`src/design/wrse_ram.sv`:
```
// Generic single-write, single-read RAM with registered read data.
`timescale 1ns / 1ps
module wrse_ram #(
  parameter int WIDTH = 8,
  parameter int DEPTH = 32
) (
  input  logic                     clk,
  input  logic                     we,
  input  logic [$clog2(DEPTH)-1:0] waddr,
  input  logic [WIDTH-1:0]         wdata,
  input  logic [$clog2(DEPTH)-1:0] raddr,
  output logic [WIDTH-1:0]         rdata
);

  logic [WIDTH-1:0] mem [DEPTH];

  // write port and registered read port
  always_ff @(posedge clk) begin
    if (we) begin
      mem[waddr] <= wdata;
    end
    rdata <= mem[raddr];
  end

endmodule

```
`config.mk`:
```
export PLATFORM = sky130hd
export DESIGN_NAME = wrse_ram
export DESIGN_NICKNAME = d
export VERILOG_FILES = /design/src/design/wrse_ram.sv
export SDC_FILE = /design/constraint.sdc
export NUM_CORES = 1
export LEC_CHECK = 0
export ABC_AREA = 1
export BUFFER_PORTS_ARGS = -buffer_cell sky130_fd_sc_hd__buf_2
export CAP_MARGIN = 30
export CORE_AREA = 2 2 142 144
export CTS_CLUSTER_DIAMETER = 30
export DETAILED_ROUTE_END_ITERATION = 16
export DIE_AREA = 0 0 144 146
export PLACE_DENSITY = 0.78
export SETUP_SLACK_MARGIN = 0.02
export SLEW_MARGIN = 10
export SYNTH_ARGS = -nofsm -noshare
export SYNTH_HDL_FRONTEND = slang
export SYNTH_SLANG_ARGS = --single-unit
```
`constraint.sdc`:
```
create_clock -name clk -period 1.03 [get_ports clk]
set_input_delay 0.0515 -clock clk [delete_from_list [all_inputs] [get_ports clk]]
set_output_delay 0.0515 -clock clk [all_outputs]
set_load 0.01 [all_outputs]
```
==> run_results.csv, run 1 <==
group,metric,value,unit
status,status,"finished, violations left",
status,failed_checks,"setup timing",
floorplanning,dieArea,21000,sq um
clock_network,clock-root-buffer,"clkbuf_16",
floorplanning,core,19300,sq um
job,maxCapViolations,0,
worst_setup_path,path_class,"flip-flop to flip-flop",
worst_setup_path,r2r_end,"rdata[5]",
finish,final_layout_size_suffix_gt1_frac,0.248,
hold_path,worstHoldStart,"raddr[3]",
floorplanning,die_y,146,um
worst_setup_path,worst_setup_path_start_kind,"flip-flop",
drt,drt_pass1_iterations,5,
yosys,synth.distinct_cells,12,
yosys,syn-instance-count,922,
sta,relSlewSlack,0.495,
clock_network,cts_tree,"yes",
sta,final-max-slew-violation-count,0,
global_route,grt_pass1_wl,40800,um
drt,post_drt_wl_per_cell,20.4,um
floorplanning,ios,28,
drt,drtAntennaViolNets,0,
clock_network,cts_buffers,45,
floorplanning,fp-row-count,51,
sta,skew,0.0125,ns
sta,rsz0062_at_grt,"yes",
clock_network,clk_pin_slew,0.05,ns
sta,tightest_slew,0.757,ns
yosys,synth_area_leader_cell,"edfxtp_1",
drt,finalWirelength,26900,um
clock_network,clk_path_buf_depth,3,
finish,area.growth.synth_to_final,24.9,%
hold_path,min-delay-path-class,"primary input to flip-flop",
yosys,postSynthAreaPerCell,11.7,sq um
worst_setup_path,required,1.44,ns
drt,drc,0,
global_route,grt_usage,0.259,
place,portBuffers,27,
clock_network,htree_num_levels,2,
worst_setup_path,worstRegToRegCells,8,
hold_path,min_path_cells,6,
yosys,synth-edff-count,256,
yosys,synth_top_area_frac,0.713,
yosys,synth_warnings,0,
drt,dr_total_vias,7581,
finish,layout.nets,1034,
yosys,yosysMostFrequentCell,"nand2_1",
floorplanning,die_w,144,um
clock_network,post_cts.repair.setup_buffers,0,
clock_network,insertion_delay,0.53,ns
power_and_ir_drop,p_leak,0.00516,uW
sta,timing.final.crit_share,1.12,
place,routabilityCongestion,0.835,
worst_setup_path,r2r_start,"mem[22][5]",
yosys,ys_ff_latch,264,
yosys,synth_area_leaders,"edfxtp_1 71%, nand2_1 13%, nand3_1 9.5%",
sta,hold_ws,0.0898,ns
drt,first_iter_violations,905,
worst_setup_path,critPathArrivalTime,1.56,ns
power_and_ir_drop,ir_drop,1.39,mV
global_route,globalRouteOverflowTotal,0,
drt,vias_per_cell,5.76,
sta,finalSetupViolCount,13,
yosys,ys_async_sr_fraction,0,
yosys,synth-main-ff-cell,"edfxtp_1",
yosys,synthTopCellsByCount,"360 x nand2_1, 256 x edfxtp_1, 204 x nand3_1",
sta,setup-tns-final,-0.677,ns
global_route,grt_pass1_vias,7302,
finish,fill_cells,1243,
power_and_ir_drop,p_per_area,2150,nW/um^2
clock_network,cts.sinks,264,
yosys,synth_nets,942,
worst_setup_path,cp-end-kind,"flip-flop",
sta,worst_slack,-0.125,ns
global_route,grt_max_degree,36,
floorplanning,initial_core_util,0.558,
sta,final.min_clock_period,1.15,ns
yosys,syn_area,10800,sq um
worst_setup_path,cp_max_fo,1,
worst_setup_path,r2r_slack,-0.12,ns
sta,finalHoldViolCount,0,
place,post-place-ws,-0.368,ns
global_route,antenna_found_initial,1,
sta,max_freq,0.866,GHz
place,hpwl,15500,um
yosys,yosysSeqAreaShare,0.728,
hold_path,hold_path_end,"rdata[0]",
-- cell usage in the layout (no fill, tap or decap) --
cell             n
dfxtp_4          1
edfxtp_1       256
nor2_1          30
nand3_2         46
buf_2           18
nand2_1        331
clkinv_4         6
inv_2            1
nand2_2         29
clkbuf_16       47
clkbuf_1         3
clkinvlp_4       5
dfxtp_2          7
dlygate4sd3_1    2
buf_4           57
nand3_1        158
inv_1            8
inv_6            7
buf_6            8
buf_12          12
nor2_2           2
clkinv_2         9
clkinv_1         2
diode_2          1
bufinv_16        6
-- where the power goes --
group	leakage [uW]	switching, uW	total, uW	internal [uW]
Clock	0.000759	5210	15100	9910
Combinational	0.00203	1160	1730	568
Sequential	0.00237	74.4	12000	12000
Total	0.00516	6450	28900	22400
-- layout make-up --
type / count / area [sq um] / share of cell area
diodes: 1 / 2.50 / 0.000186
clock inverters: 34 / 379 / 0.0281
well taps: 265 / 332 / 0.0246
repair buffers: 97 / 868 / 0.0645
flip-flops and latches: 264 / 7860 / 0.584
clock buffers: 50 / 1190 / 0.0882
inverters: 10 / 38.8 / 0.00288
multi-input cells: 596 / 2800 / 0.208
-- cells by family (layout without fill, tap and decap cells) --
family                 Yosys count  count (layout)  share of synthesized area
DFF                            264             264                      0.728
and+or+nand+nor                596             596                      0.231
other                            0               1                          0
buffers and inverters           62             191                     0.0414
-- per-layer routing --
layer,up-vias,wire (um),GRT usage
met5,-,0,0
met4,0,907,0.106
met3,81,3150,0.0576
met2,506,12600,0.393
met1,3593,10300,0.366
li1,3401,-,-
-- through the flow --
| stage | cells | total power, uW | util | area [sq um] |
|---|---|---|---|---|
| 2_1_floorplan | 922 | 13100 | - | 10800 |
| 3_3_place_gp | 1230 | 13700 | 0.595 | 11500 |
| 3_5_place_dp | 1230 | 13700 | 0.595 | 11500 |
| 4_1_cts | 1316 | 28900 | 0.688 | 13300 |
| 5_1_grt | 1316 | 29600 | 0.696 | 13500 |
| 6_report | 1317 | 28900 | 0.697 | 13500 |
-- critical path, cell delays in order, from the launching register on --
cell and delay, ns:
edfxtp_1 0.36, nand2_1 0.10, nand3_2 0.10, nand3_2 0.10, nand2_1 0.07, nand2_2 0.08, nand2_2 0.07, nand2_2 0.09
nand2_2 0.07
-- how the worst max path moves through the flow --
stage / cells after the start / from / slack [ns] / end
3_5_place_dp: 11 / raddr[0] / -0.37 / rdata[3]
3_3_place_gp: 11 / raddr[0] / -0.37 / rdata[3]
2_1_floorplan: 3 / waddr[0] / -0.06 / mem[0][0]
6_report: 8 / mem[22][5] / -0.12 / rdata[5]
4_1_cts: 8 / mem[18][5] / -0.06 / rdata[5]
5_1_grt: 8 / mem[23][5] / -0.19 / rdata[5]
-- flip-flops by register name, summed over array words and instances (netlist names) --
signal,flops
mem,256
rdata,8
-- timing repair --
item	in CTS	in global routing
cloned	0	0
hold buffers	2	0
pin swaps	32	38
setup endpoints to repair	16	16
endpoints found under the hold margin	8	0
gates resized for setup	50	42
Power figures use the tool's default switching activity.
==> run 2: changes to the inputs <==
BUFFER_PORTS_ARGS = -buffer_cell sky130_fd_sc_hd__clkbuf_2   (was -buffer_cell sky130_fd_sc_hd__buf_2)
==> run 2 against run 1 <==
Net effect: critical endpoint unchanged; utilization grew 1.1 points; maximum frequency grew 3.8%; the flow still finishes with violations (setup timing); critical path depth is the same; non-clock buffer count grew 16; cell area grew 1.6%; sequential share of layout area shrank 0.87 points; clock-buffer cell count shrank 4; largest cell class unchanged; routed wire length shrank 0.62%; largest power group unchanged.
==> run_results.csv, run 2 (synthesized netlist as in run 1, its figures left out) <==
group,metric,value,unit
drt,drc,0,
clock_network,clock-root-buffer,"clkbuf_16",
power_and_ir_drop,p_leak,0.00524,uW
place,routabilityCongestion,0.904,
clock_network,cts_buffers,44,
finish,largest_register,"mem",
finish,largest_reg_flops,256,
power_and_ir_drop,total_power,28100,uW
sta,timing.final.crit_share,1.08,
power_and_ir_drop,clockPowerShare,0.505,
power_and_ir_drop,power_frac_seq,0.429,
floorplanning,ios,28,
global_route,grt_usage,0.262,
global_route,antenna_found_initial,1,
global_route,globalRouteOverflowTotal,0,
sta,hold_ws,0.00515,ns
sta,relSlewSlack,0.532,
worst_setup_path,critPathArrivalTime,1.54,ns
floorplanning,die_y,146,um
sta,finalHoldViolCount,0,
drt,drt_pass1_iterations,6,
sta,final.min_clock_period,1.11,ns
sta,worst_slack,-0.0823,ns
worst_setup_path,cp_max_fo,1,
clock_network,insertion_delay,0.53,ns
place,portBuffers,27,
worst_setup_path,path_common_cell,"nand2_2",
global_route,grt_pass1_wl,41500,um
worst_setup_path,slowest_delay,0.39,ns
power_and_ir_drop,p_switching,6690,uW
drt,finalWirelength,26700,um
worst_setup_path,path_delay_family,"simple AND/OR/NAND/NOR gates",
finish,area.growth.synth_to_final,26.8,%
drt,drtAntennaViolNets,0,
sta,skew,0.0119,ns
power_and_ir_drop,netSwitchingFraction,0.238,
drt,first_iter_violations,900,
clock_network,post_cts.repair.setup_buffers,0,
worst_setup_path,worst_setup_path_start_kind,"flip-flop",
finish,final_layout_size_suffix_gt1_frac,0.271,
clock_network,cts_tree,"yes",
power_and_ir_drop,p_int,21400,uW
place,placed_cells,1240,
power_and_ir_drop,pwr-share-comb,0.066,
floorplanning,initial_core_util,0.558,
status,status,"finished, violations left",
global_route,grt_pass1_vias,7585,
clock_network,clk_path_buf_depth,3,
place,hpwl,15700,um
sta,finalSetupViolCount,14,
floorplanning,core,19300,sq um
worst_setup_path,crit_slowest_cell,"edfxtp_1",
floorplanning,dieArea,21000,sq um
worst_setup_path,required,1.45,ns
sta,tightest_slew,0.702,ns
power_and_ir_drop,ir_drop,1.60,mV
floorplanning,fp-row-count,51,
worst_setup_path,path_class,"flip-flop to flip-flop",
clock_network,clk_pin_slew,0.06,ns
sta,max_freq,0.899,GHz
job,maxCapViolations,0,
finish,layout.nets,1049,
drt,vias_per_cell,5.72,
finish,fill_cells,1246,
sta,final-max-slew-violation-count,0,
finish,stdcell_count,1330,
drt,dr_total_vias,7611,
power_and_ir_drop,p_per_area,2050,nW/um^2
finish,top_regs,"mem x256, rdata x8",
finish,mostFrequentLayoutCell,"nand2_1",
floorplanning,die_w,144,um
worst_setup_path,cp-end-kind,"flip-flop",
global_route,grt_max_degree,45,
place,post-place-ws,-0.351,ns
hold_path,min-delay-path-class,"primary input to flip-flop",
sta,rsz0062_at_grt,"yes",
status,failed_checks,"setup timing",
finish,final_cell_mix,"320 x nand2_1, 256 x edfxtp_1, 152 x nand3_1, 57 x buf_4, 52 x nand3_2",
clock_network,cts.sinks,264,
clock_network,htree_num_levels,2,
worst_setup_path,crit_buf_inv,0,
worst_setup_path,path_cells,"nand2_2 > nand3_2 > nand3_2 > nand2_2 > nand2_1 > nand2_2 > nand2_2 > nand2_2",
drt,post_drt_wl_per_cell,20.1,um
## run 2: cell types whose count changed in the layout (fill, tap and decap cells not counted), sizes merged
cell	before	now
bufinv	6	2
dlygate4sd3	2	8
clkinv	17	13
clkinvlp	5	7
clkbuf	50	64
buf	95	87
inv	16	23
## run 2: cell type report
cell class / count / area [sq um] / area share
Inverter: 10 / 38.8 / 0.00283
Antenna cell: 1 / 2.50 / 0.000183
Clock inverter: 35 / 315 / 0.0230
Sequential cell: 264 / 7870 / 0.575
Tap cell: 265 / 332 / 0.0242
Multi-Input combinational cell: 596 / 2860 / 0.209
Timing Repair Buffer: 113 / 1130 / 0.0826
Clock buffer: 46 / 1140 / 0.0833
## run 2: timing repair
action / 4_1_cts / 5_1_grt
hold buffers: 8 / 0
endpoints found under the hold margin: 264 / 0
endpoints found under the setup margin: 16 / 16
pin swaps: 21 / 39
resized for setup: 39 / 79
## run 2: final timing paths
kind              depth (start not counted)       start  endpoint  slack (ns)
setup / recovery                          8  mem[17][5]  rdata[5]       -0.08
hold / removal                            3    raddr[4]  rdata[1]       0.005
setup reg to reg                          8  mem[17][5]  rdata[5]       -0.08
hold reg to reg                           8  mem[10][3]  rdata[3]        0.76
## run 2: worst register-to-register path, stage by stage (launching register included)
cell and delay (ns):
edfxtp_1 0.39, nand2_2 0.09, nand3_2 0.08, nand3_2 0.08, nand2_2 0.06, nand2_1 0.08, nand2_2 0.08, nand2_2 0.07
nand2_2 0.06
## run 2: power groups by stage
stage / logic [uW] / registers [uW] / clock network (uW)
after floorplan: 862 / 12200 / 0
final: 1860 / 12000 / 14200
after global routing: 2010 / 12000 / 14800
after CTS: 1720 / 12000 / 14300
after global placement: 1570 / 12200 / 0
after detailed placement: 1610 / 12200 / 0
## run 2: per-stage QoR
step	setup TNS, ns	cell area (sq um)	utilization
finish	-0.707	13700	0.708
global route	-1.32	13700	0.708
CTS	-0.883	13400	0.693
detailed placement	-22.35	11700	0.606
global placement	-15.22	11700	0.606
floorplan	-11.37	10800	-
## run 2: metal layers
layer	part of all wire	wire length, um	global-route usage	up-vias
li1	-	-	-	3434
met1	0.40	10600	0.364	3724
met2	0.50	13400	0.428	406
met3	0.089	2370	0.0464	47
met4	0.016	417	0.0730	0
met5	0	0	0	-
