--- config.mk ---
export PLATFORM = sky130hd
export DESIGN_NAME = wrse_front_flat
export DESIGN_NICKNAME = d
export VERILOG_FILES = /design/src/design/wrse_pkg.sv /design/src/design/wrse_in_if.sv /design/src/design/wrse_front.sv /design/src/flat_wrapper.sv
export SDC_FILE = /design/constraint.sdc
export NUM_CORES = 1
export LEC_CHECK = 0
export ABC_AREA = 1
export BUFFER_PORTS_ARGS = -buffer_cell sky130_fd_sc_hd__buf_2
export CORE_AREA = 8 8 122 124
export CTS_CLUSTER_DIAMETER = 200
export DETAILED_ROUTE_END_ITERATION = 8
export DIE_AREA = 0 0 130 132
export PLACE_DENSITY = 0.84
export SLEW_MARGIN = 40
export SYNTH_ARGS = -nofsm -noshare
export SYNTH_HDL_FRONTEND = slang
export SYNTH_SLANG_ARGS = --single-unit
--- constraint.sdc ---
create_clock -name clk -period 5.8 [get_ports clk]
set_clock_uncertainty 0.1 [all_clocks]
set_input_delay 1.16 -clock clk [delete_from_list [all_inputs] [get_ports clk]]
set_output_delay 1.16 -clock clk [all_outputs]
set_load 0.03 [all_outputs]
--- src/design/wrse_pkg.sv ---
// Shared constants, types and helpers of the windowed regression speed estimator.
`timescale 1ns / 1ps
package wrse_pkg;

  localparam int MAX_INTERVALS = 31;
  localparam int RING_DEPTH    = 32;
  localparam int RING_AW       = $clog2(RING_DEPTH);
  localparam int PTS_W         = RING_AW + 1;
  localparam int WIN_W         = 5;
  localparam logic [WIN_W-1:0] WIN_RESET = 5'd8;

  localparam int ANG_W  = 16;
  localparam int TS_W   = 64;
  localparam int UANG_W = 32;

  // accumulator and product widths for up to 32 points with 32-bit offsets
  localparam int SX_W   = 37;
  localparam int SY_W   = 38;
  localparam int SXX_W  = 69;
  localparam int SXY_W  = 70;
  localparam int PRD_W  = 78;
  localparam int MAG_W  = 77;
  localparam int K_W    = 25;
  localparam int MAG_SPLIT = 39;
  localparam int ALO_W  = MAG_SPLIT + K_W;
  localparam int AHI_W  = MAG_W - MAG_SPLIT + K_W;
  localparam int AC_W   = MAG_W + K_W;
  localparam int DIV_W  = 104;
  localparam int DCNT_W = $clog2(DIV_W);

  // milli-rpm per count/us is 29296875 / 32
  localparam logic [K_W-1:0] MRPM_K = 25'd29296875;

  typedef enum logic [2:0] {
    ST_IDLE,
    ST_BASE,
    ST_WALK,
    ST_DRAIN,
    ST_CALC,
    ST_DIV,
    ST_PUSH
  } back_state_t;

  typedef struct packed {
    logic signed [ANG_W-1:0] angle_step;
    logic [PTS_W-1:0]        points;
    logic                    full;
    logic [RING_AW-1:0]      oldest;
    logic [PTS_W-1:0]        n;
  } job_t;

  typedef struct packed {
    logic q_empty;
    logic back_idle;
  } stat_t;

  typedef struct packed {
    logic               we;
    logic [RING_AW-1:0] addr;
    logic [TS_W-1:0]    ts;
    logic [UANG_W-1:0]  ang;
  } ring_wr_t;

  // number of window points for a register value, clamped to the ring
  function automatic logic [PTS_W-1:0] window_points(input logic [WIN_W-1:0] w);
    logic [8:0] v;
    v = 9'(w);
    if (v == 9'd0) v = 9'd1;
    if (v > 9'(MAX_INTERVALS)) v = 9'(MAX_INTERVALS);
    if (v > 9'(RING_DEPTH - 1)) v = 9'(RING_DEPTH - 1);
    return PTS_W'(v + 9'd1);
  endfunction

endpackage

--- src/design/wrse_in_if.sv ---
// Sample channel: wrapped angle and timestamp with valid/ready.
`timescale 1ns / 1ps
interface wrse_in_if;
  logic                          valid;
  logic                          ready;
  logic [wrse_pkg::ANG_W-1:0]    angle;
  logic [wrse_pkg::TS_W-1:0]     timestamp_us;
  modport source (output valid, angle, timestamp_us, input ready);
  modport sink (input valid, angle, timestamp_us, output ready);
endinterface

--- src/design/wrse_front.sv ---
// Front end: accepts samples, unwraps the angle, writes the ring and queues a job.
`timescale 1ns / 1ps
module wrse_front (
  input  logic                       clk,
  input  logic                       rst,
  wrse_in_if.sink                    sample,
  input  logic                       cfg_we,
  input  logic [wrse_pkg::WIN_W-1:0] cfg_wdata,
  input  wrse_pkg::stat_t            stat,
  output wrse_pkg::ring_wr_t         ring_wr,
  output logic                       push,
  output wrse_pkg::job_t             job
);

  logic [wrse_pkg::WIN_W-1:0]    win_int;
  logic [wrse_pkg::UANG_W-1:0]   run_ang;
  logic [wrse_pkg::ANG_W-1:0]    prev_ang;
  logic                          have_prev;
  logic [wrse_pkg::RING_AW-1:0]  wr_ptr;
  logic [wrse_pkg::PTS_W-1:0]    fill;

  logic                          accept;
  logic [wrse_pkg::PTS_W-1:0]    n;
  logic [wrse_pkg::ANG_W-1:0]    step;
  logic [wrse_pkg::UANG_W-1:0]   run_next;
  logic [wrse_pkg::RING_AW-1:0]  ptr_eff;
  logic [wrse_pkg::RING_AW:0]    ptr_inc;
  logic [wrse_pkg::RING_AW-1:0]  ptr_next;
  logic [wrse_pkg::PTS_W-1:0]    fill_next;

  // take a sample only when the back end has nothing left to read
  assign sample.ready = stat.q_empty && stat.back_idle;
  assign accept       = sample.valid && sample.ready;

  // unwrap and work out the ring position
  always_comb begin
    n         = wrse_pkg::window_points(win_int);
    step      = have_prev ? (sample.angle - prev_ang) : '0;
    run_next  = have_prev ? (run_ang + wrse_pkg::UANG_W'($signed(step))) : '0;
    ptr_eff   = (wrse_pkg::PTS_W'(wr_ptr) >= n) ? '0 : wr_ptr;
    ptr_inc   = (wrse_pkg::RING_AW + 1)'(ptr_eff) + 1'b1;
    ptr_next  = (ptr_inc == n) ? '0 : ptr_inc[wrse_pkg::RING_AW-1:0];
    fill_next = (fill < n) ? (fill + 1'b1) : fill;
  end

  // ring write and job descriptor for the back end
  always_comb begin
    ring_wr.we      = accept;
    ring_wr.addr    = ptr_eff;
    ring_wr.ts      = sample.timestamp_us;
    ring_wr.ang     = run_next;
    push            = accept;
    job.angle_step  = $signed(step);
    job.points      = fill_next;
    job.full        = (fill_next >= n);
    job.oldest      = ptr_next;
    job.n           = n;
  end

  // hold unwrap state and window position
  always_ff @(posedge clk) begin
    if (rst) begin
      win_int   <= wrse_pkg::WIN_RESET;
      run_ang   <= '0;
      prev_ang  <= '0;
      have_prev <= 1'b0;
      wr_ptr    <= '0;
      fill      <= '0;
    end else if (cfg_we) begin
      win_int <= cfg_wdata;
      wr_ptr  <= '0;
      fill    <= '0;
    end else if (accept) begin
      run_ang   <= run_next;
      prev_ang  <= sample.angle;
      have_prev <= 1'b1;
      wr_ptr    <= ptr_next;
      fill      <= fill_next;
    end
  end

`ifndef ASSERT_OFF
  a_one_in_flight: assert property (@(posedge clk) disable iff (rst)
    accept |=> !sample.ready) else $error("sample accepted with a job in flight");
  a_fill_bound: assert property (@(posedge clk) disable iff (rst)
    fill <= wrse_pkg::PTS_W'(wrse_pkg::RING_DEPTH)) else $error("fill count past ring depth");
  a_cfg_restart: assert property (@(posedge clk) disable iff (rst)
    cfg_we |=> (fill == '0) && (wr_ptr == '0)) else $error("window not restarted");
`endif

endmodule

--- src/flat_wrapper.sv ---
// flat-port wrapper written by rule: the top's interface ports become plain ports
module wrse_front_flat 
  (clk, rst, cfg_we, cfg_wdata, stat, ring_wr, push, job, sample_valid, sample_angle, sample_timestamp_us, sample_ready);
  wrse_in_if sample_i ();
  input  logic clk;
  input  logic rst;
  input  logic cfg_we;
  input  logic [wrse_pkg::WIN_W-1:0] cfg_wdata;
  input  wrse_pkg::stat_t stat;
  output wrse_pkg::ring_wr_t ring_wr;
  output logic push;
  output wrse_pkg::job_t job;
  input wire logic [$bits(sample_i.valid)-1:0] sample_valid;
  input wire logic [$bits(sample_i.angle)-1:0] sample_angle;
  input wire logic [$bits(sample_i.timestamp_us)-1:0] sample_timestamp_us;
  output wire logic [$bits(sample_i.ready)-1:0] sample_ready;
  assign sample_i.valid = sample_valid;
  assign sample_i.angle = sample_angle;
  assign sample_i.timestamp_us = sample_timestamp_us;
  assign sample_ready = sample_i.ready;
  wrse_front u_core (.clk(clk), .rst(rst), .sample(sample_i), .cfg_we(cfg_we), .cfg_wdata(cfg_wdata), .stat(stat), .ring_wr(ring_wr), .push(push), .job(job));
endmodule
==> results_dict.tcl <==
set metrics [dict create \
    synth_seq_cells 65 \
    finalSetupTns_ns 0 \
    final_nets 1194 \
    stdcell_area_mm2 0.00729 \
    clock_path_buffers 2 \
    cts_tree "built" \
    timing.rr.start "u_core.win_int[2]$_SDFFE_PP0P_" \
    setup_slack_ns 0.146 \
    synth_cells 982 \
    rows 42 \
    finalHoldWorstSlack_ns 0.362 \
    synth_edf_count 0 \
    ctsRootBufferMaster "clkbuf_16" \
    drc 0 \
    critPathMaxFanout 4 \
    crit_type "in2out" \
    wl_per_cell_um 14.6 \
    ys_seq_area_share_pct 20.7 \
    yosys_warnings 0 \
    hold_path_class "reg2reg" \
    clkLatencyLatePin_ns 0.34 \
    rsz0062_at_grt "yes" \
    synth_area_mm2 0.00628 \
    gp_congestion 0.978 \
    area_growth_pct 16.0 \
    routed_wl_um 17800 \
    syn_nets 1140 \
    ys_async_sr_fraction_pct 0 \
    ir_drop_mv 0.109 \
    detail-route-antenna-nets 0 \
    grt_max_degree 54 \
    maxSlewViolCount 0 \
    powerDensity_mw_per_mm2 173 \
    htreeDepth 3 \
    grt_usage_pct 19.4 \
    hold_buffers 0 \
    clk_pin_slew_ns 0.05 \
    maxCapViolCount 0 \
    ys_types 44 \
    worstHoldPathCells 2 \
    cts_buffers 9 \
    drt_first_pass_iters 5 \
    num_vias 6581 \
    ios 229 \
    dp_slack_ns -0.0470 \
    antenna_found_initial 0 \
    arrival_ns 4.39 \
    syn_area_per_cell_um2 6.40 \
    ys.flop_type "dfxtp_1" \
    die_x_um 130 \
    status "completed" \
    cp.required_ns 4.54 \
    grt_overflow 0 \
    grt_pass1_wl_um 27700 \
    startpoint_type "primary input" \
    clock-sinks 65 \
    drive_above_1_share_pct 25.0 \
    relSlewSlack_pct 57.3 \
    vias_per_cell 5.41 \
    diodes 0 \
    max_clock_freq_ghz 0.177 \
    min_period_ns 5.65 \
    crit_path_end_kind "output pin" \
    drt_iter0_drc 381 \
    core_mm2 0.0130 \
    min_to "u_core.prev_ang[4]$_SDFFE_PP0P_" \
    dpl_cell_area_mm2 0.00661 \
    die_h_um 132 \
    rr_endpoint "u_core.wr_ptr[0]$_SDFFE_PP0P_" \
    dieArea_mm2 0.0172 \
    r2r_cells 21 \
    hold_viol_final 0 \
    dp_hpwl_um 13100 \
    hp-start "u_core.prev_ang[4]$_SDFFE_PP0P_" \
    fin_crit_sh_pct 97.5 \
    setup_viol 0 \
    reg2reg_slack_ns 2.13 \
    worst_slew_pin_slew_ns 0.638 \
    initial_core_util_pct 48.4 \
    port_buffers 100 \
    leakagePower_nw 3.69 \
    first_global_vias 6059 \
]
area by class of cell:
cell class              count  area [µm²]
repair buffers            130         768
fillers                  1245        5690
well taps                 176         220
flip-flops and latches     65        1300
multi-input cells         697        4220
clock buffers              13         260
inverters                 133         502
clock inverters             3        15.0
how the worst max path moves through the flow:
stage | start | endpoint | slack (ns) | cells after the start
2_1_floorplan | u_core.win_int[2]$_SDFFE_PP0P_ | job[11] | 0.04 | 20
3_3_place_gp | sample_angle[2] | ring_wr[28] | 0.03 | 23
3_5_place_dp | sample_angle[0] | ring_wr[31] | -0.05 | 24
6_report | sample_angle[0] | ring_wr[14] | 0.15 | 21
4_1_cts | sample_angle[0] | ring_wr[17] | 0.001 | 26
5_1_grt | sample_angle[0] | ring_wr[28] | -0.08 | 27
metrics by stage:
step                      std cells  power, mW  util (%)
after floorplan                 982      0.743         -
after global placement         1193      0.729      50.9
after detailed placement       1193      0.734      50.9
after CTS                      1210       1.25      53.2
after global routing           1217       1.33      56.1
final                          1217       1.26      56.1
cells in the mapped netlist, drive strengths merged (2+ instances only):
cell	count	share of area (%)
nand3b	6	0.72
or2	5	0.50
o21ai	97	8.0
nor3	7	0.56
xor2	10	1.4
ha	65	13
clkinv	3	0.22
o21a	7	0.84
o211ai	2	0.32
a31oi	3	0.40
nor2	75	4.6
nand3	46	3.9
buf	69	8.1
dfxtp	65	21
a211oi	2	0.24
xnor2	2	0.28
nand2	213	13
fa	2	0.64
a21o	6	0.72
a21boi	3	0.42
inv	130	7.8
clkbuf	18	1.1
a21oi	131	11
nand4	10	1.2
what timing repair did:
action / CTS / global route
pin swaps: 3 / 16
endpoints found under the setup margin: 9 / 21
buffers inserted: 1 / 7
gates resized for setup: 4 / 105
registers in the layout, summed over array words and instances, names as in the netlist:
name,flops
u_core.fill,6
u_core.wr_ptr,5
u_core.run_ang,32
u_core.prev_ang,16
u_core.have_prev,1
u_core.win_int,5
cell families after synthesis:
| group | Yosys count | synth area share (%) |
|---|---|---|
| adders and majority gates | 67 | 13.6 |
| and+or+nand+nor | 365 | 25.0 |
| xor gates and xnor gates | 12 | 1.67 |
| DFF | 65 | 20.7 |
| buffers and inverters | 220 | 17.2 |
| AOI/OAI and AO/OA | 253 | 21.9 |
report_power, final:
group	leakage, nW	internal, mW	switching, mW
Clock	0.139	0.311	0.204
Sequential	0.528	0.459	0.00998
Combinational	3.02	0.0955	0.180
Total	3.69	0.865	0.395
worst max-delay path: stages:
cell,delay (ns)
buf_2,0.10
inv_1,0.07
ha_1,0.15
inv_1,0.06
fa_2,0.36
nand3_2,0.09
nand3_4,0.10
a21oi_2,0.17
o21ai_0,0.11
o21ai_0,0.17
a21oi_1,0.10
ha_1,0.36
nand2_1,0.12
nor2_1,0.19
inv_1,0.08
nor3_2,0.17
nand2_1,0.09
nand2_2,0.10
o21ai_0,0.08
a21oi_1,0.31
buf_2,0.27
layout by cell type (no fill, tap or decap), types with 3 or more instances in the layout:
| cell type | netlist | final |
|---|---|---|
| nor2_2 | 4 | 15 |
| nand3b_1 | 6 | 6 |
| ha_1 | 65 | 55 |
| xor2_1 | 10 | 10 |
| o21ai_0 | 90 | 78 |
| o21ai_2 | 5 | 6 |
| dfxtp_1 | 65 | 65 |
| a21oi_2 | 4 | 25 |
| nand2_1 | 207 | 193 |
| o21ai_1 | 2 | 13 |
| or2_2 | 3 | 3 |
| nor3_1 | 7 | 3 |
| nand3_2 | 3 | 9 |
| clkbuf_4 | 0 | 3 |
| ha_2 | 0 | 8 |
| clkbuf_16 | 0 | 9 |
| a21o_1 | 6 | 6 |
| inv_1 | 125 | 123 |
| nand3_1 | 43 | 36 |
| inv_2 | 5 | 7 |
| nor3_2 | 0 | 4 |
| nor2_1 | 71 | 59 |
| nand4_1 | 8 | 8 |
| clkinv_2 | 2 | 5 |
| o21a_1 | 7 | 7 |
| buf_4 | 65 | 33 |
| buf_2 | 4 | 91 |
| nand2_4 | 2 | 3 |
| nand2_2 | 4 | 17 |
| a21oi_1 | 127 | 105 |
routing by layer:
metal  GRT usage (%)  vias up  wire length (µm)
li1                -     3283                 -
met1            22.8     3013              7410
met5               0        -                 0
met4            8.52        0               607
met2            32.8      229              8620
met3            4.29       56              1180
Note: power is estimated with default switching activity, not from simulation.
