==> config.mk <==
export PLATFORM = sky130hd
export DESIGN_NAME = wrse_queue
export DESIGN_NICKNAME = d
export VERILOG_FILES = /design/src/design/wrse_pkg.sv /design/src/design/wrse_queue.sv
export SDC_FILE = /design/constraint.sdc
export NUM_CORES = 1
export LEC_CHECK = 0
export BUFFER_PORTS_ARGS = -buffer_cell sky130_fd_sc_hd__buf_2
export CAP_MARGIN = 5
export CORE_ASPECT_RATIO = 1.2
export CORE_MARGIN = 3
export CORE_UTILIZATION = 35
export DETAILED_ROUTE_END_ITERATION = 8
export SLEW_MARGIN = 20
export SYNTH_ARGS = -nofsm -noshare
export SYNTH_HDL_FRONTEND = slang
export SYNTH_SLANG_ARGS = --single-unit
==> constraint.sdc <==
create_clock -name clk -period 3.1 [get_ports clk]
set_clock_uncertainty 0.1 [all_clocks]
set_input_delay 0.62 -clock clk [delete_from_list [all_inputs] [get_ports clk]]
set_output_delay 0.62 -clock clk [all_outputs]
set_load 0.03 [all_outputs]
==> src/design/wrse_pkg.sv <==
// Shared constants, types and helpers of the windowed regression speed estimator.
`timescale 1ns / 1ps
package wrse_pkg;

  localparam int MAX_INTERVALS = 31;
  localparam int RING_DEPTH    = 32;
  localparam int RING_AW       = $clog2(RING_DEPTH);
  localparam int PTS_W         = RING_AW + 1;
  localparam int WIN_W         = 5;
  localparam logic [WIN_W-1:0] WIN_RESET = 5'd8;

  localparam int ANG_W  = 16;
  localparam int TS_W   = 64;
  localparam int UANG_W = 32;

  // accumulator and product widths for up to 32 points with 32-bit offsets
  localparam int SX_W   = 37;
  localparam int SY_W   = 38;
  localparam int SXX_W  = 69;
  localparam int SXY_W  = 70;
  localparam int PRD_W  = 78;
  localparam int MAG_W  = 77;
  localparam int K_W    = 25;
  localparam int MAG_SPLIT = 39;
  localparam int ALO_W  = MAG_SPLIT + K_W;
  localparam int AHI_W  = MAG_W - MAG_SPLIT + K_W;
  localparam int AC_W   = MAG_W + K_W;
  localparam int DIV_W  = 104;
  localparam int DCNT_W = $clog2(DIV_W);

  // milli-rpm per count/us is 29296875 / 32
  localparam logic [K_W-1:0] MRPM_K = 25'd29296875;

  typedef enum logic [2:0] {
    ST_IDLE,
    ST_BASE,
    ST_WALK,
    ST_DRAIN,
    ST_CALC,
    ST_DIV,
    ST_PUSH
  } back_state_t;

  typedef struct packed {
    logic signed [ANG_W-1:0] angle_step;
    logic [PTS_W-1:0]        points;
    logic                    full;
    logic [RING_AW-1:0]      oldest;
    logic [PTS_W-1:0]        n;
  } job_t;

  typedef struct packed {
    logic q_empty;
    logic back_idle;
  } stat_t;

  typedef struct packed {
    logic               we;
    logic [RING_AW-1:0] addr;
    logic [TS_W-1:0]    ts;
    logic [UANG_W-1:0]  ang;
  } ring_wr_t;

  // number of window points for a register value, clamped to the ring
  function automatic logic [PTS_W-1:0] window_points(input logic [WIN_W-1:0] w);
    logic [8:0] v;
    v = 9'(w);
    if (v == 9'd0) v = 9'd1;
    if (v > 9'(MAX_INTERVALS)) v = 9'(MAX_INTERVALS);
    if (v > 9'(RING_DEPTH - 1)) v = 9'(RING_DEPTH - 1);
    return PTS_W'(v + 9'd1);
  endfunction

endpackage

==> src/design/wrse_queue.sv <==
// Two-entry job queue between the front and the back end.
`timescale 1ns / 1ps
module wrse_queue (
  input  logic           clk,
  input  logic           rst,
  input  logic           push,
  input  wrse_pkg::job_t push_job,
  input  logic           pop,
  output wrse_pkg::job_t head,
  output logic           empty
);

  wrse_pkg::job_t mem [2];
  logic       wp;
  logic       rp;
  logic [1:0] cnt;
  logic       do_push;
  logic       do_pop;

  assign empty   = (cnt == 2'd0);
  assign do_push = push && (cnt != 2'd2);
  assign do_pop  = pop && !empty;
  assign head    = mem[rp];

  // store entries
  always_ff @(posedge clk) begin
    if (do_push) begin
      mem[wp] <= push_job;
    end
  end

  // advance pointers and count
  always_ff @(posedge clk) begin
    if (rst) begin
      wp  <= 1'b0;
      rp  <= 1'b0;
      cnt <= 2'd0;
    end else begin
      if (do_push) wp <= ~wp;
      if (do_pop) rp <= ~rp;
      case ({do_push, do_pop})
        2'b10:   cnt <= cnt + 2'd1;
        2'b01:   cnt <= cnt - 2'd1;
        default: cnt <= cnt;
      endcase
    end
  end

endmodule

==> results of run 1 <==
[metal layers]
layer,track usage,vias to the layer above,wire length [um]
met3,0.0399,10,248
met2,0.197,43,2420
met5,0,-,0
met1,0.126,681,1830
li1,-,667,-
met4,0.0658,0,132
[cell families (layout without fill, tap and decap cells)]
family                   count (synthesis)  in the layout
XOR/XNOR                                 3              3
adder cells (fa/ha/maj)                  1              1
AND/OR/NAND/NOR                          9              9
flip-flops                              73             73
AO/OA/AOI/OAI                            5              5
multiplexers                            34             34
buffers and inverters                    6             93
[area by class of cell]
cell class	count	area, um2
Inverter	2	7.51
Fill cell	674	3940
Timing Repair Buffer	75	395
Clock buffer	9	124
Multi-Input combinational cell	52	499
Tap cell	90	113
Clock inverter	7	93.8
Sequential cell	73	2140
[stage by stage]
step	area, um2	total power [mW]	instances
floorplan	2660	2.03	131
global placement	3160	2.31	292
detailed placement	3160	2.32	292
CTS	3380	3.13	308
global route	3380	3.24	308
finish	3380	3.07	308
[state kept, by name (all words and copies together), names as in the netlist, named ones only]
name / count
mem: 68
cnt: 2
rp: 1
wp: 1
[path summary, 6_finish.rpt]
check | start | endpoint | slack [ns] | cells past startpoint
worst min-delay path | push_job[6] | mem[1][6]$_DFFE_PP_ | 0.36 | 1
worst max register to register | cnt[0]$_SDFFE_PP0P_ | cnt[1]$_SDFFE_PP0P_ | 1.40 | 5
worst min register to register | cnt[1]$_SDFFE_PP0P_ | cnt[1]$_SDFFE_PP0P_ | 0.43 | 2
worst max-delay path | register | head[30] | 0.71 | 3
[power by group through the flow]
stage                     clock, mW  combinational (mW)  sequential, mW
after floorplan                   0               0.731            1.30
after detailed placement          0               0.973            1.34
final                         0.798               0.956            1.32
after global placement            0               0.970            1.34
after CTS                     0.825               0.977            1.32
after global routing          0.874                1.02            1.34
[cell usage after synthesis]
| cell | count |
|---|---|
| a21o_1 | 1 |
| a21oi_1 | 2 |
| buf_2 | 4 |
| dfxtp_1 | 5 |
| edfxtp_1 | 68 |
| ha_1 | 1 |
| inv_1 | 2 |
| mux2_2 | 34 |
| nand2_1 | 1 |
| nand2b_1 | 1 |
| nand3_1 | 1 |
| nor2_1 | 5 |
| o21a_1 | 1 |
| o21ai_0 | 1 |
| or3_1 | 1 |
| xnor2_1 | 2 |
| xor2_1 | 1 |
[worst reg2reg max path: stages (launching register included)]
cell and delay, ns:
dfxtp_1 0.41, nand2b_1 0.17, nand2_1 0.12, ha_1 0.35
or3_1 0.35, a21oi_1 0.13
==> metrics.txt, run 1 <==
status=completed; share of the synthesized area in the top cell type=0.767; Clock Sinks=73; Seq/Total Area, Yosys=0.805; count of final setup violators=0; initial antenna violation count=0; cells after synthesis=131; largest net degree at the start of global routing=35; Comb pwr share=0.311; Vias/cell=approximately 4.5; clock share of power=0.260; Area growth, synth to finish=26.8%; most frequent cells in the layout=buf_2, edfxtp_1, mux2_2, clkbuf_8; DRC viols=0; commonest non-fill, non-tap cell in the layout=buf_2; Clock transition at path regs=0.08 ns; mux cell area share after synthesis=0.144; CP Data Arrival Time=approximately 1.7 ns; Initial Utilization=0.364; Crit path max-delay family=flip-flops; pre-CTS setup slack=around 1.0 ns; switching portion of total power=0.330; Final min period=between 2 and 2.5 ns; H-tree lvl count=3; CTS tree=done; Slew HR=0.679; Worst Hold Margin=about 0.36 ns; sequential power share=0.429; vias in the first global route=1536; PostCTS Resize Cnt=0; Seq cells post-synth=73; ANT cells=0; Overall Global Routing Usage=0.116; Crit path required time=~2.4 ns; Final HPWL DP=3040 um; Synth area leaders=edfxtp_1, mux2_2, dfxtp_1; Die ar.=between 0.008 and 0.009 mm2; fin crit share=0.770; average size of a mapped cell=20.3 um2; io pins=73; Slowest cell on crit path=dfxtp_2; Final Core Density=0.461; Synth Area in Compound Gates=0.0113; Post-Syn Area=between 0.002 and 0.003 mm2; first-pass GRT wire length=around 7300 um; Max Buffers Root-to-Sink=2; final setup margin=between 0.7 and 0.8 ns; simple-gate share of the synthesized area=0.0150; buffer and inverter count on the worst path=2; synth warn=0; Placement Rows=34; P_int=just over 2 mW; adder-cell share of the synthesized area=0.00470; Die X=85.6 um; post-route ant nets=0; Iter 0 DRT Violations=89; remaining global-route overflow=0; Post-CTS Repair Setup Buffers=0; final hold viol count=0; Hold Crit Class=in2reg; FMAX=419 MHz; xor/xnor share of the synthesized area=0.00987; vias after detailed routing=about 1400; layout cells sized above 1=0.578; WL/cell=around 15 um; Final Max Tran Viols=0; PwrDens=~910 mW/mm2; core area=between 0.007 and 0.008 mm2; Die Ht=roughly 100 um; Pre-antenna DRT Iters=4; RSZ-0062 raised after global routing=no; DRT Wirelength=around 4600 um; Slew @ Worst Pin=roughly 0.48 ns; Port Buf Inserts=approximately 70; Post-CTS Hold Buffers=0; RePlAce Congestion=~0.68; Peak supply drop=approximately 0.49 mV; Clock Latency Late Sink=about 0.34 ns; critical path, cell by cell=buf_12 > mux2_2 > buf_2; CP Launch Type=register; synth unique cells=17; NetSw=around 1.0 mW; Total Neg Setup Slack=0 ns; clk root buf=clkbuf_8; main combinational cell family by area after synthesis=multiplexers; Post-layout nets=approximately 250; CP max stage delay=approximately 0.55 ns; area leader, netlist=edfxtp_1; leak pwr=between 1 and 1.5 nW; Mapped Nets=170; Setup CP Type=reg2out; CP max FO=21; Critical Path End Type=primary output; number of clock buffers inserted by TritonCTS=9; Max-Cap Viols=0
Power figures use the tool's default switching activity.
==> inputs of run 2 (changes only) <==
==> constraint.sdc (replaced) <==
create_clock -name clk -period 2 [get_ports clk]
set_clock_uncertainty 0.1 [all_clocks]
set_input_delay 0.4 -clock clk [delete_from_list [all_inputs] [get_ports clk]]
set_output_delay 0.4 -clock clk [all_outputs]
set_load 0.03 [all_outputs]
==> run 2 against run 1 <==
  * Sequential cell count unchanged
  * Non-clock buffer count rose by 4
  * Core utilization increased by 0.92 points
  * Critical path depth unchanged
  * Sequential power is 53% higher
  * Register-to-register slack worse by 1.1 ns
  * Combinational power increased by 65%
  * Via count up 0.36%
  * Critical path type unchanged
==> metrics.txt, run 2 (same netlist as run 1, synthesis figures left out) <==
status=completed; Clock Latency Late Sink=between 0.3 and 0.4 ns; Crit path required time=roughly 1.5 ns; Die Ht=just over 100 um; Die X=about 86 um; Area growth, synth to finish=29.4%; Largest regs=mem (68), cnt (2); multi-input combinational cell area=about 500 um2; Final HPWL DP=about 3200 um; Worst R2R Path Depth=5; count of final setup violators=0; RePlAce Congestion=0.752; Hold Crit Class=in2reg; Max-Cap Viols=0; Overall Global Routing Usage=0.109; RSZ-0062 raised after global routing=no; most frequent cells in the layout=buf_2, edfxtp_1, mux2_2, clkbuf_8; Reg area=between 0.002 and 0.0025 mm2; Worst Hold Path EP=mem[0][26]$_DFFE_PP_; largest reg by FF count=mem; Worst Hold Margin=0.149 ns; WL/cell=15.0 um; Die ar.=0.00869 mm2; # fillers=670; Slowest cell on crit path=dfxtp_4; vias in the first global route=between 1000 and 1500; Crit path max-delay family=flip-flops; clk root buf=clkbuf_8; DRC viols=0; Final Max Tran Viols=0; DRT Wirelength=roughly 4700 um; Final min period=1.91 ns; final hold viol count=0; critical path, cell by cell=buf_6 > mux2_2 > buf_2; core area=around 0.0073 mm2; Post-layout nets=around 260; Max Buffers Root-to-Sink=2; remaining global-route overflow=0; Slew HR=0.831; pre-CTS setup slack=~0.32 ns; CTS tree=done; Iter 0 DRT Violations=51; Peak supply drop=just over 0.8 mV; final setup margin=0.0858 ns; Largest register FFs=approximately 70; Setup CP Type=reg2out; CP max FO=11; Clock Sinks=73; fin crit share=0.957; Clock transition at path regs=around 0.080 ns; placed insts=slightly below 300; H-tree lvl count=3; leak pwr=between 1 and 1.5 nW; Port Buf Inserts=between 70 and 80; commonest non-fill, non-tap cell in the layout=buf_2; buffer and inverter count on the worst path=2; post-route ant nets=0; CP max stage delay=~0.4 ns; hold_sp=push_job[26]; Critical Path End Type=primary output; PwrDens=around 1400 mW/mm2; layout cells sized above 1=0.584; FMAX=roughly 520 MHz; vias after detailed routing=1406; first-pass GRT wire length=between 6000 and 7000 um; largest net degree at the start of global routing=24; io pins=73; worst hold stages=1; Placement Rows=34; number of clock buffers inserted by TritonCTS=9; CP Data Arrival Time=1.41 ns; ANT cells=0; reg-to-reg endpoint=cnt[1]$_SDFFE_PP0P_; Vias/cell=about 4.5; reg2reg start=cnt[0]$_SDFFE_PP0P_; Initial Utilization=0.364; Total Neg Setup Slack=0 ns; initial antenna violation count=0; Slew @ Worst Pin=between 0.2 and 0.3 ns; CP Launch Type=register; reg-to-reg slack, setup=0.29 ns; post-layout instance count excluding filler cells=311; Pre-antenna DRT Iters=4; Post-CTS Hold Buffers=0
==> run 2: worst max-delay path by stage <==
stage | start | end | slack, ns | cells after the start
finish | register | head[27] | 0.09 | 3
global route | register | head[22] | 0.01 | 3
CTS | register | head[27] | 0.006 | 3
detailed placement | cnt[0]$_SDFFE_PP0P_ | cnt[1]$_SDFFE_PP0P_ | 0.32 | 5
global placement | cnt[0]$_SDFFE_PP0P_ | cnt[1]$_SDFFE_PP0P_ | 0.35 | 5
floorplan | cnt[0]$_SDFFE_PP0P_ | mem[0][0]$_DFFE_PP_ | 0.19 | 3
==> run 2: per-layer routing <==
layer / routed length, um / vias up / global-route usage
met4: 15 / 0 / 0.0512
met5: 0 / - / 0
met1: 1720 / 685 / 0.114
met2: 2610 / 40 / 0.189
li1: - / 679 / -
met3: 315 / 2 / 0.0464
==> run 2: metrics by stage <==
step	area (um2)	power, mW	util
6_report	3440	4.92	0.471
5_1_grt	3440	5.16	0.471
4_1_cts	3410	4.95	0.466
3_5_place_dp	3180	3.61	0.435
3_3_place_gp	3180	3.60	0.435
2_1_floorplan	2670	3.16	-
==> run 2: cell type report <==
cell class | count | share of cell area
Timing Repair Buffer | 79 | 0.130
Inverter | 2 | 0.00218
Tap cell | 90 | 0.0327
Clock inverter | 6 | 0.0312
Clock buffer | 9 | 0.0360
Multi-Input combinational cell | 52 | 0.145
Sequential cell | 73 | 0.623
==> run 2: power breakdown <==
group | total, mW | switching [mW] | internal [mW]
registers | 2.02 | 0.0793 | 1.94
clock network | 1.32 | 0.506 | 0.817
logic | 1.58 | 0.973 | 0.611
==> run 2: timing repair <==
action	4_1_cts	5_1_grt
buffers inserted	0	0
resized for setup	0	3
endpoints found under the setup margin	0	24
==> inputs of run 3 (changes only) <==
--- a/config.mk
+++ b/config.mk
@@ -8,7 +8,7 @@
 export BUFFER_PORTS_ARGS = -buffer_cell sky130_fd_sc_hd__buf_2
 export CAP_MARGIN = 5
 export CORE_ASPECT_RATIO = 1.2
-export CORE_MARGIN = 3
+export CORE_MARGIN = 1
 export CORE_UTILIZATION = 35
 export DETAILED_ROUTE_END_ITERATION = 8
 export SLEW_MARGIN = 20
==> constraint.sdc (replaced) <==
create_clock -name clk -period 1.9 [get_ports clk]
set_clock_uncertainty 0.1 [all_clocks]
set_input_delay 0.19 -clock clk [delete_from_list [all_inputs] [get_ports clk]]
set_output_delay 0.19 -clock clk [all_outputs]
set_load 0.03 [all_outputs]
==> run 3 against run 2 <==
  * Core utilization rose by 4.1 points
  * Critical path depth up 2
  * Sequential cell count stayed put
  * Critical path type is now reg2reg
  * Largest power group unchanged
==> metrics.txt, run 3 (same netlist as run 1, synthesis figures left out) <==
CP max stage delay=0.42 ns; CP Launch Type=register; Slowest cell on crit path=dfxtp_1; Die X=between 80 and 90 um; CP Data Arrival Time=between 1.5 and 2 ns; Port Buf Inserts=between 70 and 80; final hold viol count=0; design area=0.00374 mm2; vias after detailed routing=1574; Final HPWL DP=2960 um; Overall Global Routing Usage=0.131; Largest regs=mem (68), cnt (2); RePlAce Congestion=0.710; FMAX=just under 600 MHz; critical path, cell by cell=nand2b_1 > nand2_1 > ha_1 > or3_1 > a21oi_1; Die Ht=between 90 and 100 um; fin crit share=0.914; count of final setup violators=0; PwrDens=between 1000 and 1500 mW/mm2; most frequent cells in the layout=buf_2, edfxtp_1, dlygate4sd3_1, mux2_2, clkbuf_8; Max-Cap Viols=0; Final min period=about 1.7 ns; largest net degree at the start of global routing=25; Slew @ Worst Pin=around 0.31 ns; Tot Pwr=4.99 mW; Peak supply drop=between 0.7 and 0.8 mV; Clock Sinks=73; Area growth, synth to finish=40.5%; largest reg by FF count=mem; post-route ant nets=0; Max Buffers Root-to-Sink=2; H-tree lvl count=3; Clock Latency Late Sink=0.33 ns; Die ar.=around 0.008 mm2; DRC viols=0; Slew HR=0.791; Post-CTS Repair Setup Buffers=0; Vias/cell=4.55; Total Neg Setup Slack=0 ns; Placement Rows=34; Largest register FFs=68; DP Area=~0.0032 mm2; number of clock buffers inserted by TritonCTS=9; Hold Crit Class=in2reg; Post-layout nets=between 200 and 300; Final Max Tran Viols=0; Clock transition at path regs=roughly 0.070 ns; RSZ-0062 raised after global routing=no; WL/cell=13.8 um; # fillers=between 600 and 700; CP max FO=5; Critical Path End Type=register; Initial Utilization=0.364; commonest non-fill, non-tap cell in the layout=buf_2; core area=0.00732 mm2; CTS tree=done; Crit path required time=2.06 ns; initial antenna violation count=0; io pins=73; status=completed; Pre-antenna DRT Iters=4; Iter 0 DRT Violations=between 40 and 50; pre-CTS setup slack=~0.2 ns; layout cells sized above 1=0.504; leak pwr=about 1.4 nW; DRT Wirelength=approximately 4800 um; first-pass GRT wire length=between 7000 and 8000 um; clk root buf=clkbuf_8; ANT cells=0; final setup margin=between 0.15 and 0.2 ns; Setup CP Type=reg2reg; vias in the first global route=roughly 1600; remaining global-route overflow=0
## run 3: changes by cell type in the layout (fill, tap and decap cells not counted), sizes merged
cell and change:
bufinv -2, clkinv +1, clkinvlp +1, dlygate4sd3 +35
## run 3: what timing repair did
item | 4_1_cts | 5_1_grt
hold buffers | 35 | 0
hold endpoints to repair | 73 | 0
gates resized for setup | 0 | 0
## run 3: layout make-up
class / count / area, um2 / area share
flip-flops and latches: 73 / 2140 / 0.573
repair buffers: 113 / 781 / 0.209
multi-input cells: 52 / 499 / 0.133
clock buffers: 10 / 128 / 0.0341
well taps: 90 / 113 / 0.0301
clock inverters: 6 / 68.8 / 0.0184
inverters: 2 / 7.51 / 0.00201
## run 3: worst max-delay path: cells and delay by family (launching register included)
kind                       cells  cell delay, ns
and+or+nand+nor                3            0.65
DFF                            1            0.42
adders and majority gates      1            0.35
AOI/OAI and AO/OA              1            0.14
## run 3: per-stage QoR
stage	instances	utilization	hold slack [ns]
4_1_cts	346	0.511	0.0582
3_3_place_gp	295	0.436	0.278
5_1_grt	346	0.511	0.101
2_1_floorplan	131	-	0.159
3_5_place_dp	295	0.436	0.282
6_report	346	0.511	0.0800
## run 3: per-layer routing
| metal | vias to the layer above | share of wire | global-route usage |
|---|---|---|---|
| met1 | 775 | 0.40 | 0.140 |
| met2 | 44 | 0.55 | 0.233 |
| li1 | 747 | - | - |
| met5 | - | 0 | 0 |
| met3 | 8 | 0.034 | 0.0282 |
| met4 | 0 | 0.017 | 0.0688 |
## run 3: power by group
group / leakage [nW] / switching [mW] / internal [mW] / total (mW)
Combinational: 0.643 / 1.05 / 0.664 / 1.71
Sequential: 0.678 / 0.0726 / 2.04 / 2.11
Clock: 0.0964 / 0.555 / 0.611 / 1.17
Total: 1.42 / 1.68 / 3.31 / 4.99
## run 3: worst paths after layout
check                                      endpoint  depth (start not counted)  slack (ns)                start
worst max-delay path            cnt[1]$_SDFFE_PP0P_                          5        0.16  cnt[0]$_SDFFE_PP0P_
worst min-delay path                wp$_SDFFE_PP0P_                          3        0.08                 push
worst min register to register             register                          2        0.42      rp$_SDFFE_PP0P_
worst max register to register  cnt[1]$_SDFFE_PP0P_                          5        0.16  cnt[0]$_SDFFE_PP0P_
